## config.mk

```make
export PLATFORM = sky130hd
export DESIGN_NAME = linear_interp_resampler_pcm16_top_flat
export DESIGN_NICKNAME = d
export VERILOG_FILES = /design/src/lirs_pkg.sv /design/src/lirs_if.sv /design/src/linear_interp_resampler_pcm16_top.sv /design/src/lirs_ctrl.sv /design/src/lirs_datapath.sv /design/src/flat_wrapper.sv
export SDC_FILE = /design/constraint.sdc
export NUM_CORES = 2
export LEC_CHECK = 0
export BUFFER_PORTS_ARGS = -buffer_cell sky130_fd_sc_hd__buf_2
export CAP_MARGIN = 20
export CORE_MARGIN = 10
export CORE_UTILIZATION = 55
export CTS_CLUSTER_DIAMETER = 120
export DETAILED_ROUTE_END_ITERATION = 6
export PLACE_DENSITY = 0.75
export SLEW_MARGIN = 15
export SYNTH_ARGS = -nofsm -noshare
export SYNTH_HDL_FRONTEND = slang
export SYNTH_SLANG_ARGS = --single-unit
export TNS_END_PERCENT = 30
```

## constraint.sdc

```tcl
create_clock -name clk -period 10.7 [get_ports clk]
set_clock_uncertainty 0.1 [all_clocks]
set_input_delay 2.14 -clock clk [delete_from_list [all_inputs] [get_ports clk]]
set_output_delay 2.14 -clock clk [all_outputs]
set_load 0.02 [all_outputs]
```

## src/lirs_pkg.sv

```systemverilog
// shared types and constants for the linear interpolation resampler
package lirs_pkg;

    localparam int SAMPLE_W   = 24;
    localparam int LEN_W      = 16;
    localparam int FRAC_W     = 16;
    localparam int STEP_W     = 21;
    localparam int RATIO_W    = 20;
    localparam int TOTAL_W    = 20;
    localparam int PHASE_W    = 33;
    localparam int POS_W      = PHASE_W - FRAC_W;
    localparam int PROD_W     = LEN_W + RATIO_W;
    localparam int DIFF_W     = SAMPLE_W + 1;
    localparam int MUL_W      = DIFF_W + FRAC_W + 1;
    localparam int CNT_W      = 5;
    localparam int CFG_IDX_W  = 2;
    localparam int CFG_DATA_W = 21;
    localparam int PCM_W      = 16;
    localparam int MAG_W      = 21;
    localparam int SCALE_W    = 15;

    localparam logic [CNT_W-1:0]    MAX_RESULTS = CNT_W'(20);
    localparam logic [SCALE_W-1:0]  PCM_SCALE   = SCALE_W'(32767);
    localparam logic signed [SAMPLE_W-1:0] ONE_Q20     = SAMPLE_W'(1048576);
    localparam logic signed [SAMPLE_W-1:0] MINUS_ONE_Q20 = -SAMPLE_W'(1048576);

    localparam logic [CFG_IDX_W-1:0] REG_PHASE_STEP = CFG_IDX_W'(0);
    localparam logic [CFG_IDX_W-1:0] REG_OUT_RATIO  = CFG_IDX_W'(1);
    localparam logic [CFG_IDX_W-1:0] REG_PCM16_MODE = CFG_IDX_W'(2);

    localparam logic [STEP_W-1:0]  PHASE_STEP_RESET = STEP_W'(65536);
    localparam logic [RATIO_W-1:0] OUT_RATIO_RESET  = RATIO_W'(65536);

    typedef enum logic [2:0] {
        ST_IDLE,
        ST_LEN,
        ST_TOTAL,
        ST_CHECK,
        ST_MUL,
        ST_VAL,
        ST_PCM,
        ST_OUT
    } state_t;

    typedef struct packed {
        logic load_item;
        logic calc_prod;
        logic calc_total;
        logic issue;
        logic mul;
        logic interp;
        logic pcm;
        logic finish;
    } cmd_t;

    typedef struct packed {
        logic frame_start;
        logic more;
    } status_t;

endpackage

```

## src/lirs_if.sv

```systemverilog
// channel interfaces: input samples, results and register writes
interface lirs_sample_if;
    import lirs_pkg::*;
    logic                       valid;
    logic                       ready;
    logic signed [SAMPLE_W-1:0] sample;
    logic [LEN_W-1:0]           frame_length;
    modport source (output valid, output sample, output frame_length, input ready);
    modport sink (input valid, input sample, input frame_length, output ready);
endinterface

interface lirs_result_if;
    import lirs_pkg::*;
    logic                       valid;
    logic                       ready;
    logic signed [SAMPLE_W-1:0] out_sample;
    logic                       run_last;
    modport source (output valid, output out_sample, output run_last, input ready);
    modport sink (input valid, input out_sample, input run_last, output ready);
endinterface

interface lirs_cfg_if;
    import lirs_pkg::*;
    logic                  valid;
    logic                  ready;
    logic [CFG_IDX_W-1:0]  index;
    logic [CFG_DATA_W-1:0] data;
    modport source (output valid, output index, output data, input ready);
    modport sink (input valid, input index, input data, output ready);
endinterface

```

## src/linear_interp_resampler_pcm16_top.sv

```systemverilog
// top level of the linear interpolation resampler with pcm16 output stage
// Mono Q3.20 samples arrive one per transfer on feed, each carrying its buffer length, which is
// latched from the first sample of a buffer. A buffer gives round(length*out_ratio) results, each
// interpolated at position i*phase_step and sent as soon as the sample right of it has arrived,
// at most 20 per sample; run_last marks the last result caused by a sample. One sample is handled
// at a time: on the first sample of a buffer the length times ratio product is formed first, and
// each result passes through the difference multiplier, the interpolation add and the pcm scaling
// multiplier before it is offered on result. Register writes on cfg are always accepted and are
// meant for when no sample is in flight.
module linear_interp_resampler_pcm16_top (
    input logic       clk,
    input logic       rst_n,
    lirs_sample_if.sink   feed,
    lirs_result_if.source result,
    lirs_cfg_if.sink      cfg
);
    import lirs_pkg::*;

    cmd_t    cmd;
    status_t status;

    assign cfg.ready = 1'b1;

    lirs_ctrl u_ctrl (
        .clk          (clk),
        .rst_n        (rst_n),
        .feed_valid   (feed.valid),
        .feed_ready   (feed.ready),
        .result_valid (result.valid),
        .result_ready (result.ready),
        .status       (status),
        .cmd          (cmd)
    );

    lirs_datapath u_datapath (
        .clk          (clk),
        .rst_n        (rst_n),
        .cmd          (cmd),
        .status       (status),
        .cfg_we       (cfg.valid),
        .cfg_index    (cfg.index),
        .cfg_data     (cfg.data),
        .sample       (feed.sample),
        .frame_length (feed.frame_length),
        .out_sample   (result.out_sample),
        .run_last     (result.run_last)
    );

endmodule

```

## src/lirs_ctrl.sv

```systemverilog
// controller state machine sequencing one item and its results
module lirs_ctrl (
    input  logic              clk,
    input  logic              rst_n,
    input  logic              feed_valid,
    output logic              feed_ready,
    output logic              result_valid,
    input  logic              result_ready,
    input  lirs_pkg::status_t status,
    output lirs_pkg::cmd_t    cmd
);
    import lirs_pkg::*;

    state_t state_reg;
    state_t state_next;

    always_ff @(posedge clk or negedge rst_n)
    begin
        if (!rst_n)
        begin
            state_reg <= ST_IDLE;
        end
        else
        begin
            state_reg <= state_next;
        end
    end

    always_comb
    begin
        state_next = state_reg;
        unique case (state_reg)
            ST_IDLE:
            begin
                if (feed_valid)
                begin
                    state_next = status.frame_start ? ST_LEN : ST_CHECK;
                end
            end
            ST_LEN:   state_next = ST_TOTAL;
            ST_TOTAL: state_next = ST_CHECK;
            ST_CHECK: state_next = status.more ? ST_MUL : ST_IDLE;
            ST_MUL:   state_next = ST_VAL;
            ST_VAL:   state_next = ST_PCM;
            ST_PCM:   state_next = ST_OUT;
            ST_OUT:
            begin
                if (result_ready)
                begin
                    state_next = ST_CHECK;
                end
            end
            default:  state_next = ST_IDLE;
        endcase
    end

    always_comb
    begin
        cmd          = '0;
        feed_ready   = 1'b0;
        result_valid = 1'b0;
        unique case (state_reg)
            ST_IDLE:
            begin
                feed_ready    = 1'b1;
                cmd.load_item = feed_valid;
            end
            ST_LEN:   cmd.calc_prod = 1'b1;
            ST_TOTAL: cmd.calc_total = 1'b1;
            ST_CHECK:
            begin
                cmd.issue  = status.more;
                cmd.finish = !status.more;
            end
            ST_MUL:   cmd.mul = 1'b1;
            ST_VAL:   cmd.interp = 1'b1;
            ST_PCM:   cmd.pcm = 1'b1;
            ST_OUT:   result_valid = 1'b1;
            default:  cmd = '0;
        endcase
    end

endmodule

```

## src/lirs_datapath.sv

```systemverilog
// datapath: registers, position tracking, interpolation and pcm scaling
module lirs_datapath (
    input  logic                                 clk,
    input  logic                                 rst_n,
    input  lirs_pkg::cmd_t                       cmd,
    output lirs_pkg::status_t                    status,
    input  logic                                 cfg_we,
    input  logic [lirs_pkg::CFG_IDX_W-1:0]       cfg_index,
    input  logic [lirs_pkg::CFG_DATA_W-1:0]      cfg_data,
    input  logic signed [lirs_pkg::SAMPLE_W-1:0] sample,
    input  logic [lirs_pkg::LEN_W-1:0]           frame_length,
    output logic signed [lirs_pkg::SAMPLE_W-1:0] out_sample,
    output logic                                 run_last
);
    import lirs_pkg::*;

    logic [STEP_W-1:0]          phase_step_reg;
    logic [RATIO_W-1:0]         out_ratio_reg;
    logic                       pcm_mode_reg;
    logic signed [SAMPLE_W-1:0] prev_reg;
    logic signed [SAMPLE_W-1:0] cur_reg;
    logic [LEN_W-1:0]           in_idx_reg;
    logic [TOTAL_W-1:0]         out_idx_reg;
    logic [PHASE_W-1:0]         phase_reg;
    logic [LEN_W-1:0]           len_reg;
    logic [TOTAL_W-1:0]         total_reg;
    logic [CNT_W-1:0]           count_reg;
    logic [PROD_W-1:0]          prod_reg;
    logic [FRAC_W-1:0]          frac_reg;
    logic                       use_cur_reg;
    logic signed [MUL_W-1:0]    mul_reg;
    logic signed [SAMPLE_W-1:0] val_reg;
    logic signed [SAMPLE_W-1:0] out_sample_reg;
    logic                       run_last_reg;

    logic [POS_W-1:0]           pos;
    logic                       last_item;
    logic                       more;
    logic [PHASE_W:0]           phase_sum;
    logic [PHASE_W-1:0]         phase_next;
    logic [LEN_W-1:0]           len_in;
    logic [PROD_W:0]            prod_rnd;
    logic signed [DIFF_W-1:0]   diff;
    logic signed [MUL_W-1:0]    mul_rnd;
    logic signed [MUL_W-FRAC_W-1:0] interp_sum;
    logic signed [SAMPLE_W-1:0] val_next;
    logic signed [SAMPLE_W-1:0] clamped;
    logic                       neg;
    logic [MAG_W-1:0]           mag;
    logic [MAG_W+SCALE_W-1:0]   scaled;
    logic [SAMPLE_W-1:0]        pcm_mag;
    logic signed [SAMPLE_W-1:0] pcm_val;

    assign pos       = phase_reg[PHASE_W-1:FRAC_W];
    assign last_item = ({1'b0, in_idx_reg} + (LEN_W+1)'(1)) >= {1'b0, len_reg};
    assign more      = (count_reg < MAX_RESULTS) && (out_idx_reg < total_reg)
                       && (last_item
                           || ({1'b0, pos} < {{(POS_W+1-LEN_W){1'b0}}, in_idx_reg}));

    assign status.more        = more;
    assign status.frame_start = (in_idx_reg == '0);

    assign phase_sum  = {1'b0, phase_reg} + {{(PHASE_W+1-STEP_W){1'b0}}, phase_step_reg};
    assign phase_next = phase_sum[PHASE_W] ? {PHASE_W{1'b1}} : phase_sum[PHASE_W-1:0];

    assign len_in   = (frame_length == '0) ? LEN_W'(1) : frame_length;
    assign prod_rnd = {1'b0, prod_reg} + (PROD_W+1)'(1 << (FRAC_W - 1));

    assign diff       = DIFF_W'(cur_reg) - DIFF_W'(prev_reg);
    assign mul_rnd    = mul_reg + MUL_W'(1 << (FRAC_W - 1));
    assign interp_sum = (MUL_W-FRAC_W)'(prev_reg) + mul_rnd[MUL_W-1:FRAC_W];
    assign val_next   = use_cur_reg ? cur_reg : interp_sum[SAMPLE_W-1:0];

    always_comb
    begin
        clamped = val_reg;
        if (val_reg > ONE_Q20)
        begin
            clamped = ONE_Q20;
        end
        else if (val_reg < MINUS_ONE_Q20)
        begin
            clamped = MINUS_ONE_Q20;
        end
    end

    assign neg     = clamped[SAMPLE_W-1];
    assign mag     = neg ? MAG_W'(-clamped) : MAG_W'(clamped);
    assign scaled  = mag * PCM_SCALE;
    assign pcm_mag = {{(SAMPLE_W-PCM_W){1'b0}}, scaled[MAG_W+SCALE_W-1:20]};
    assign pcm_val = neg ? -$signed(pcm_mag) : $signed(pcm_mag);

    // register writes
    always_ff @(posedge clk or negedge rst_n)
    begin
        if (!rst_n)
        begin
            phase_step_reg <= PHASE_STEP_RESET;
            out_ratio_reg  <= OUT_RATIO_RESET;
            pcm_mode_reg   <= 1'b0;
        end
        else if (cfg_we)
        begin
            unique case (cfg_index)
                REG_PHASE_STEP: phase_step_reg <= cfg_data[STEP_W-1:0];
                REG_OUT_RATIO:  out_ratio_reg <= cfg_data[RATIO_W-1:0];
                REG_PCM16_MODE: pcm_mode_reg <= cfg_data[0];
                default:        pcm_mode_reg <= pcm_mode_reg;
            endcase
        end
    end

    // stream position state
    always_ff @(posedge clk or negedge rst_n)
    begin
        if (!rst_n)
        begin
            prev_reg    <= '0;
            in_idx_reg  <= '0;
            out_idx_reg <= '0;
            phase_reg   <= '0;
            len_reg     <= '0;
            total_reg   <= '0;
            count_reg   <= '0;
        end
        else
        begin
            if (cmd.load_item)
            begin
                count_reg <= '0;
                if (in_idx_reg == '0)
                begin
                    len_reg <= len_in;
                end
            end
            if (cmd.calc_total)
            begin
                total_reg   <= prod_rnd[FRAC_W +: TOTAL_W];
                out_idx_reg <= '0;
                phase_reg   <= '0;
            end
            if (cmd.issue)
            begin
                out_idx_reg <= out_idx_reg + TOTAL_W'(1);
                count_reg   <= count_reg + CNT_W'(1);
                phase_reg   <= phase_next;
            end
            if (cmd.finish)
            begin
                prev_reg <= cur_reg;
                if (last_item)
                begin
                    in_idx_reg  <= '0;
                    out_idx_reg <= '0;
                    phase_reg   <= '0;
                end
                else
                begin
                    in_idx_reg <= in_idx_reg + LEN_W'(1);
                end
            end
        end
    end

    // payload pipeline
    always_ff @(posedge clk)
    begin
        if (cmd.load_item)
        begin
            cur_reg <= sample;
        end
        if (cmd.calc_prod)
        begin
            prod_reg <= len_reg * out_ratio_reg;
        end
        if (cmd.issue)
        begin
            frac_reg    <= phase_reg[FRAC_W-1:0];
            use_cur_reg <= ({1'b0, pos} + (POS_W+1)'(1))
                           >= {{(POS_W+1-LEN_W){1'b0}}, len_reg};
        end
        if (cmd.mul)
        begin
            mul_reg <= diff * $signed({1'b0, frac_reg});
        end
        if (cmd.interp)
        begin
            val_reg <= val_next;
        end
        if (cmd.pcm)
        begin
            out_sample_reg <= pcm_mode_reg ? pcm_val : val_reg;
            run_last_reg   <= !more;
        end
    end

    assign out_sample = out_sample_reg;
    assign run_last   = run_last_reg;

endmodule

```

## src/flat_wrapper.sv

```systemverilog
// flat-port wrapper written by rule: the top's interface ports become plain ports
module linear_interp_resampler_pcm16_top_flat import lirs_pkg::*;
  (clk, rst_n, feed_valid, feed_sample, feed_frame_length, feed_ready, result_valid, result_out_sample, result_run_last, result_ready, cfg_valid, cfg_index, cfg_data, cfg_ready);
  lirs_sample_if feed_i ();
  lirs_result_if result_i ();
  lirs_cfg_if cfg_i ();
  input logic clk;
  input logic rst_n;
  input wire logic [$bits(feed_i.valid)-1:0] feed_valid;
  input wire logic [$bits(feed_i.sample)-1:0] feed_sample;
  input wire logic [$bits(feed_i.frame_length)-1:0] feed_frame_length;
  output wire logic [$bits(feed_i.ready)-1:0] feed_ready;
  output wire logic [$bits(result_i.valid)-1:0] result_valid;
  output wire logic [$bits(result_i.out_sample)-1:0] result_out_sample;
  output wire logic [$bits(result_i.run_last)-1:0] result_run_last;
  input wire logic [$bits(result_i.ready)-1:0] result_ready;
  input wire logic [$bits(cfg_i.valid)-1:0] cfg_valid;
  input wire logic [$bits(cfg_i.index)-1:0] cfg_index;
  input wire logic [$bits(cfg_i.data)-1:0] cfg_data;
  output wire logic [$bits(cfg_i.ready)-1:0] cfg_ready;
  assign feed_i.valid = feed_valid;
  assign feed_i.sample = feed_sample;
  assign feed_i.frame_length = feed_frame_length;
  assign feed_ready = feed_i.ready;
  assign result_valid = result_i.valid;
  assign result_out_sample = result_i.out_sample;
  assign result_run_last = result_i.run_last;
  assign result_i.ready = result_ready;
  assign cfg_i.valid = cfg_valid;
  assign cfg_i.index = cfg_index;
  assign cfg_i.data = cfg_data;
  assign cfg_ready = cfg_i.ready;
  linear_interp_resampler_pcm16_top u_core (.clk(clk), .rst_n(rst_n), .feed(feed_i), .result(result_i), .cfg(cfg_i));
endmodule
```

[Yosys cells after proc, flatten, opt, wreduce, memory -nomap -nowiden]
Index checks and enable logic that the tools add are counted.
Operators by class
  add/sub/neg operators: 12
  multiply operators: 3
  magnitude comparators: 7
  equality and inequality tests: 11
  mux-type cells: 34
  reduce and logical (&&, ||, !) cells: 14
Operator list (count)
  two-way mux 33 bit: 5
  two-way mux 24 bit: 5
  two-way mux 20 bit: 4
  adder 40 x 17 -> 40 bit, second input constant: 1
  multiplier 25 x 17 -> 40 bit: 1
  adder 36 x 16 -> 36 bit, second input constant: 1
  multiplier 16 x 20 -> 36 bit: 1
  multiplier 21 x 15 -> 36 bit, second input constant: 1
  adder 33 x 21 -> 34 bit: 1
  zero test 16 bit: 2
  two-way mux 16 bit: 2
  subtractor 24 x 24 -> 25 bit: 1
  adder 24 bit: 1
  > comparator 24 x 22 -> 1 bit, second input constant: 1
  less-than comparator 24 x 21 -> 1 bit, second input constant: 1
  negator 16 -> 24 bit: 1
  case mux 3 bit (8 select lines): 1
  two-way mux 21 bit: 1
  negator 21 bit: 1
  adder 20 x 1 -> 20 bit, second input constant: 1
  less-than comparator 20 bit: 1
  adder 17 x 1 -> 18 bit, second input constant: 1
  >= comparator 18 x 16 -> 1 bit: 1
  adder 16 x 1 -> 17 bit, second input constant: 1
  other kinds (22): 44
Storage, ports and cells
  register bits: 345
  input bits: 68
  output and inout port bits: 28

[Longest topological paths before layout]
  word-level depth: 9
  gate-level depth with buffers: 40
  mapped depth without buffers: 38

[Hierarchy]
A second synthesis with hierarchy kept.
Second synthesis, totals
  cell total of the unflattened synthesis: 5041
  area total of the unflattened synthesis: 47678.2 sq um
By module, submodules not included
  lirs_datapath: instances 1, cells each 5011, area each 47386.7 sq um, sequential area each 8490.6 sq um
  lirs_ctrl: instances 1, cells each 28, area each 280.3 sq um, sequential area each 75.1 sq um
  linear_interp_resampler_pcm16_top: instances 1, cells each 2, area each 11.3 sq um, sequential area each 0.0 sq um

[Worst setup path after synthesis]
Ideal clock, no wire load.
  path kind: reg2reg
  start: register u_core.u_datapath.val_reg[2]
  end: register u_core.u_datapath.out_sample_reg[15] (netlist: u_core.u_datapath.out_sample[15]), data pin
  arrival time: 10.003 ns
  required time: 10.340 ns
  setup slack: 0.337 ns
  stages on the path, launching flop included: 36
  path buffers: 2
  path through: edfxtp_1 > or4_4 > or4b_4 > o41ai_2 > a21oi_2 > nor2_1 > buf_4 > nand2_1 > ha_1 > clkbuf_1 > inv_1 > a21oi_1 > a311oi_2 > xnor2_1 > xnor2_1 > fa_1 > fa_1 > inv_1 > fa_1 > fa_1 > inv_1 > fa_1 > inv_1 > ha_1 > a21oi_1 > o221ai_1 > a221o_1 > a22oi_1 > nand2_1 > a311o_1 > a22oi_1 > nand4_1 > nor4_1 > a21oi_1 > xnor2_1 > mux2_2
Between the ends
  word-level cells in the longest chain between the ends: 9
  elaborated cells between the ends (all ways): 10
  classes of those cells: add/sub: 2; mul: 1; order compare: 2; mux: 5
RTL lines
  start, declared: line lirs_datapath.sv:32  | logic signed [SAMPLE_W-1:0] val_reg;
  start signal, assigned: line lirs_datapath.sv:188  | val_reg <= val_next;
  less-than comparator 24 x 21 -> 1 bit: line lirs_datapath.sv:81  | else if (val_reg < MINUS_ONE_Q20)
  two-way mux 24 bit: line lirs_datapath.sv:81
  two-way mux 24 bit (*): line lirs_datapath.sv:77  | if (val_reg > ONE_Q20)
  negator 21 bit: line lirs_datapath.sv:88  | assign mag = neg ? MAG_W'(-clamped) : MAG_W'(clamped);
  two-way mux 21 bit: line lirs_datapath.sv:88
  multiplier 21 x 15 -> 36 bit: line lirs_datapath.sv:89  | assign scaled = mag * PCM_SCALE;
  negator 16 -> 24 bit: line lirs_datapath.sv:91  | assign pcm_val = neg ? -$signed(pcm_mag) : $signed(pcm_mag);
  two-way mux 24 bit (*): line lirs_datapath.sv:91
  two-way mux 24 bit (*): line lirs_datapath.sv:192  | out_sample_reg <= pcm_mode_reg ? pcm_val : val_reg;
  end signal, assigned: line lirs_datapath.sv:192
  end, declared: line lirs_datapath.sv:33  | logic signed [SAMPLE_W-1:0] out_sample_reg;
Every way passes the cells marked *; elsewhere a longest branch is shown, timed or not.
A chain may end at the register's enable or synchronous reset.

[Final worst setup path]
  start: register u_core.u_datapath.val_reg[2]
  end: register u_core.u_datapath.out_sample_reg[14] (netlist: u_core.u_datapath.out_sample[14]), data pin
The elaborated chain is that of the path after synthesis.

==> results.cfg <==
[status]
run_status = finished clean

[clock_network]
cts.htree.levels = 2
tritoncts = yes
cts_buffer_depth = 3
clkSlewWorstSetupHoldPaths_ns = 0.06
clockRootBuffer = sky130_fd_sc_hd__clkbuf_16
insertion_delay_ns = 0.60
cts-buffers-inserted = 39
clock_sink_count = 315

[timing]
max_freq_mhz = 96.5
timing_worst_slew_pin_value_ns = 1.12
setup-violations-final = 0
number_of_hold_violations_in_the_final_report = 0
timing.slew.headroom = 0.254
layout_min_cycle_time_ns = 10.36
max_slew_violation_count = 0
min_period_over_period = 0.968

[final_layout]
final_util = 0.596
area_of_the_multi_input_gates_mm2 = 0.0346
final_area_mm2 = 0.0507
syn2layout_area_growth_pct = 7.40
largest_register_ffs = 33
final-seq-area_mm2 = 0.00857
final_net_count = 6341
fillCellCount = 7254
final_layout_size_suffix_gt1_frac = 0.0725

[grt]
first_global_vias = 36600
grt_use_met1 = 0.331
grt_remaining_overflow = 0
antenna_violations_before_repair = 8
grt_use_met2 = 0.419
grt-busiest-layer = met2
global_route.usage.total = 0.251
largest_net_degree_at_the_start_of_global_routing = 109
met3_usage = 0.0507
grt_first_pass_wirelength_um = 197000

[die]
fp.dieArea_mm2 = 0.0980
num_io_pins = 96
die_width_um = 313
placeableCoreArea_mm2 = 0.0851
die-height_um = 313
placement_rows = 107
initial_utilization = 0.555

[worst_setup_path]
reg2reg_from = u_core.u_datapath.val_reg[2]
startpoint_type = flip-flop
worst_path_required_ns = 10.92
cp_slowest_stage_delay_ns = 0.59
arrival_ns = 10.58
critical_path.endpoint_type = flip-flop
critical_path.most_common_cell = sky130_fd_sc_hd__fa_1
worst_setup_path_startpoint = u_core.u_datapath.val_reg[2]
crit_path_max_fanout = 8
cpMaxStageDelayCell = sky130_fd_sc_hd__fa_1
crit_type = reg2reg

[min_path]
holdCritPathClass = reg2reg
holdCritStartpoint = u_core.u_datapath.total_reg[18]

[yosys]
count_of_flip_flops_with_a_built_in_enable_after_synthesis = 136
ys_ff_latch = 315
synth_fp_nets = 6285
synthesis.yosys.warnings = 0
synth-seq-area-share = 0.181
synth_ff_type = sky130_fd_sc_hd__dfrtp_1
synth_top_cells_by_area = sky130_fd_sc_hd__fa_1 (32%), sky130_fd_sc_hd__ha_1 (12%), sky130_fd_sc_hd__dfrtp_1 (9.4%)
async_reset_ff_frac = 0.568
synthesis.instances = 5017
unique_cell_type_count_in_the_yosys_netlist = 86
post-synth-top-area-fraction = 0.318
synth_top_area_cell = sky130_fd_sc_hd__fa_1
per_instance_average_area_after_synthesis_um2 = 9.41
most_frequent_cells_after_synthesis = sky130_fd_sc_hd__inv_1 (928), sky130_fd_sc_hd__fa_1 (751), sky130_fd_sc_hd__nand2_1 (660), sky130_fd_sc_hd__ha_1 (449), sky130_fd_sc_hd__and2_1 (273)
syn_area_mm2 = 0.0472
post-synth-top-count-cell = sky130_fd_sc_hd__inv_1

[detailed_routing]
route.detailed.vias_per_inst = 5.61
routed_wl_um = 121000
drc = 0
dr_total_vias = 35000
drtAntennaViolNets = 0
routedWlPerCell_um = 19.4
drtPass1Iterations = 5
drt-initial-drc-count = 2817

[placed_design]
hpwlAfterDp_um = 97000
numPortBuffers = 94
area_after_dpl_mm2 = 0.0492
gp_congestion = 0.989

[run]
cap_viol_max_count = 0
-- repair_timing --
action                     in CTS  in global routing
hold buffers                    0                  0
setup endpoints to repair       9                 18
pin swaps                       0                  5
setup buffers                   0                 11
gates resized for setup         2                 16
-- path summary, 6_finish.rpt --
check / slack (ns) / endpoint / cells past startpoint
hold reg to reg: 0.38 / u_core.u_datapath.total_reg[18] / 2
hold / removal: 0.38 / u_core.u_datapath.total_reg[18] / 2
min in group asynchronous: 1.56 / u_core.u_datapath.out_ratio_reg[15] / 1
max in group asynchronous: 7.58 / u_core.u_datapath.total_reg[10] / 3
setup / recovery: 0.34 / u_core.u_datapath.out_sample[14] / 35
setup reg to reg: 0.34 / u_core.u_datapath.out_sample[14] / 35
-- per-stage QoR --
| step | TNS [ns] | setup WS, ns | hold slack (ns) | std cells |
|---|---|---|---|---|
| after floorplan | 0 | 0.337 | 0.347 | 5017 |
| after global placement | 0 | 0.0889 | 0.364 | 6163 |
| after detailed placement | -0.674 | -0.124 | 0.370 | 6163 |
| after CTS | 0 | 0.00480 | 0.382 | 6235 |
| after global routing | -0.496 | -0.118 | 0.405 | 6248 |
| final | 0 | 0.338 | 0.376 | 6249 |
-- layout by cell type (no fill, tap or decap), types with 13 or more instances in the layout --
cell and count:
sky130_fd_sc_hd__ha_1 448, sky130_fd_sc_hd__and2_1 273, sky130_fd_sc_hd__a21oi_1 163, sky130_fd_sc_hd__a221oi_1 16, sky130_fd_sc_hd__nand4_1 35, sky130_fd_sc_hd__dfrtp_1 177, sky130_fd_sc_hd__edfxtp_1 136, sky130_fd_sc_hd__nor3_1 41
sky130_fd_sc_hd__nand2b_1 48, sky130_fd_sc_hd__o21a_1 26, sky130_fd_sc_hd__nor2b_1 36, sky130_fd_sc_hd__mux2_2 47, sky130_fd_sc_hd__o31ai_1 16, sky130_fd_sc_hd__a21o_1 85, sky130_fd_sc_hd__nand3_1 68, sky130_fd_sc_hd__nor2_1 174
sky130_fd_sc_hd__o211ai_1 18, sky130_fd_sc_hd__fa_1 751, sky130_fd_sc_hd__a31oi_1 21, sky130_fd_sc_hd__buf_4 107, sky130_fd_sc_hd__nand2_1 659, sky130_fd_sc_hd__xnor2_1 142, sky130_fd_sc_hd__or3_1 21, sky130_fd_sc_hd__a211oi_1 14
sky130_fd_sc_hd__o21ai_0 168, sky130_fd_sc_hd__and3_1 38, sky130_fd_sc_hd__clkbuf_16 40, sky130_fd_sc_hd__buf_2 93, sky130_fd_sc_hd__xor2_1 95, sky130_fd_sc_hd__inv_1 928, sky130_fd_sc_hd__o21bai_1 13
-- area by class of cell --
cell class              instances  share of cell area
diodes                          1           0.0000493
multi-input cells            3586               0.682
clock buffers                  47              0.0204
repair buffers                203              0.0262
well taps                    1144              0.0282
clock inverters                25             0.00528
inverters                     928              0.0687
flip-flops and latches        315               0.169
-- cells by family after synthesis --
family | synth area share
DFF | 0.181
xor gates and xnor gates | 0.0458
adders and majority gates | 0.438
other | 0.0000794
buffers and inverters | 0.0891
AOI/OAI and AO/OA | 0.0864
muxes | 0.0121
and+or+nand+nor | 0.147
-- per-layer routing --
layer	wire, um	up-vias
met5	96	-
met4	3370	14
met3	10100	236
met2	57200	1296
met1	50600	17500
li1	-	16000
-- critical path: cells and delay by family, from the launching register on --
| family | cells | cell delay, ns |
|---|---|---|
| compound gates | 12 | 3.30 |
| fa+ha+maj | 8 | 3.43 |
| simple gates | 7 | 1.93 |
| xor+xnor | 2 | 0.29 |
| buf+inv | 6 | 0.65 |
| flops | 1 | 0.38 |
Power is left out: the tool's default activity adds up to more than one toggle a clock period on the data nets, which glitch-free logic cannot reach.
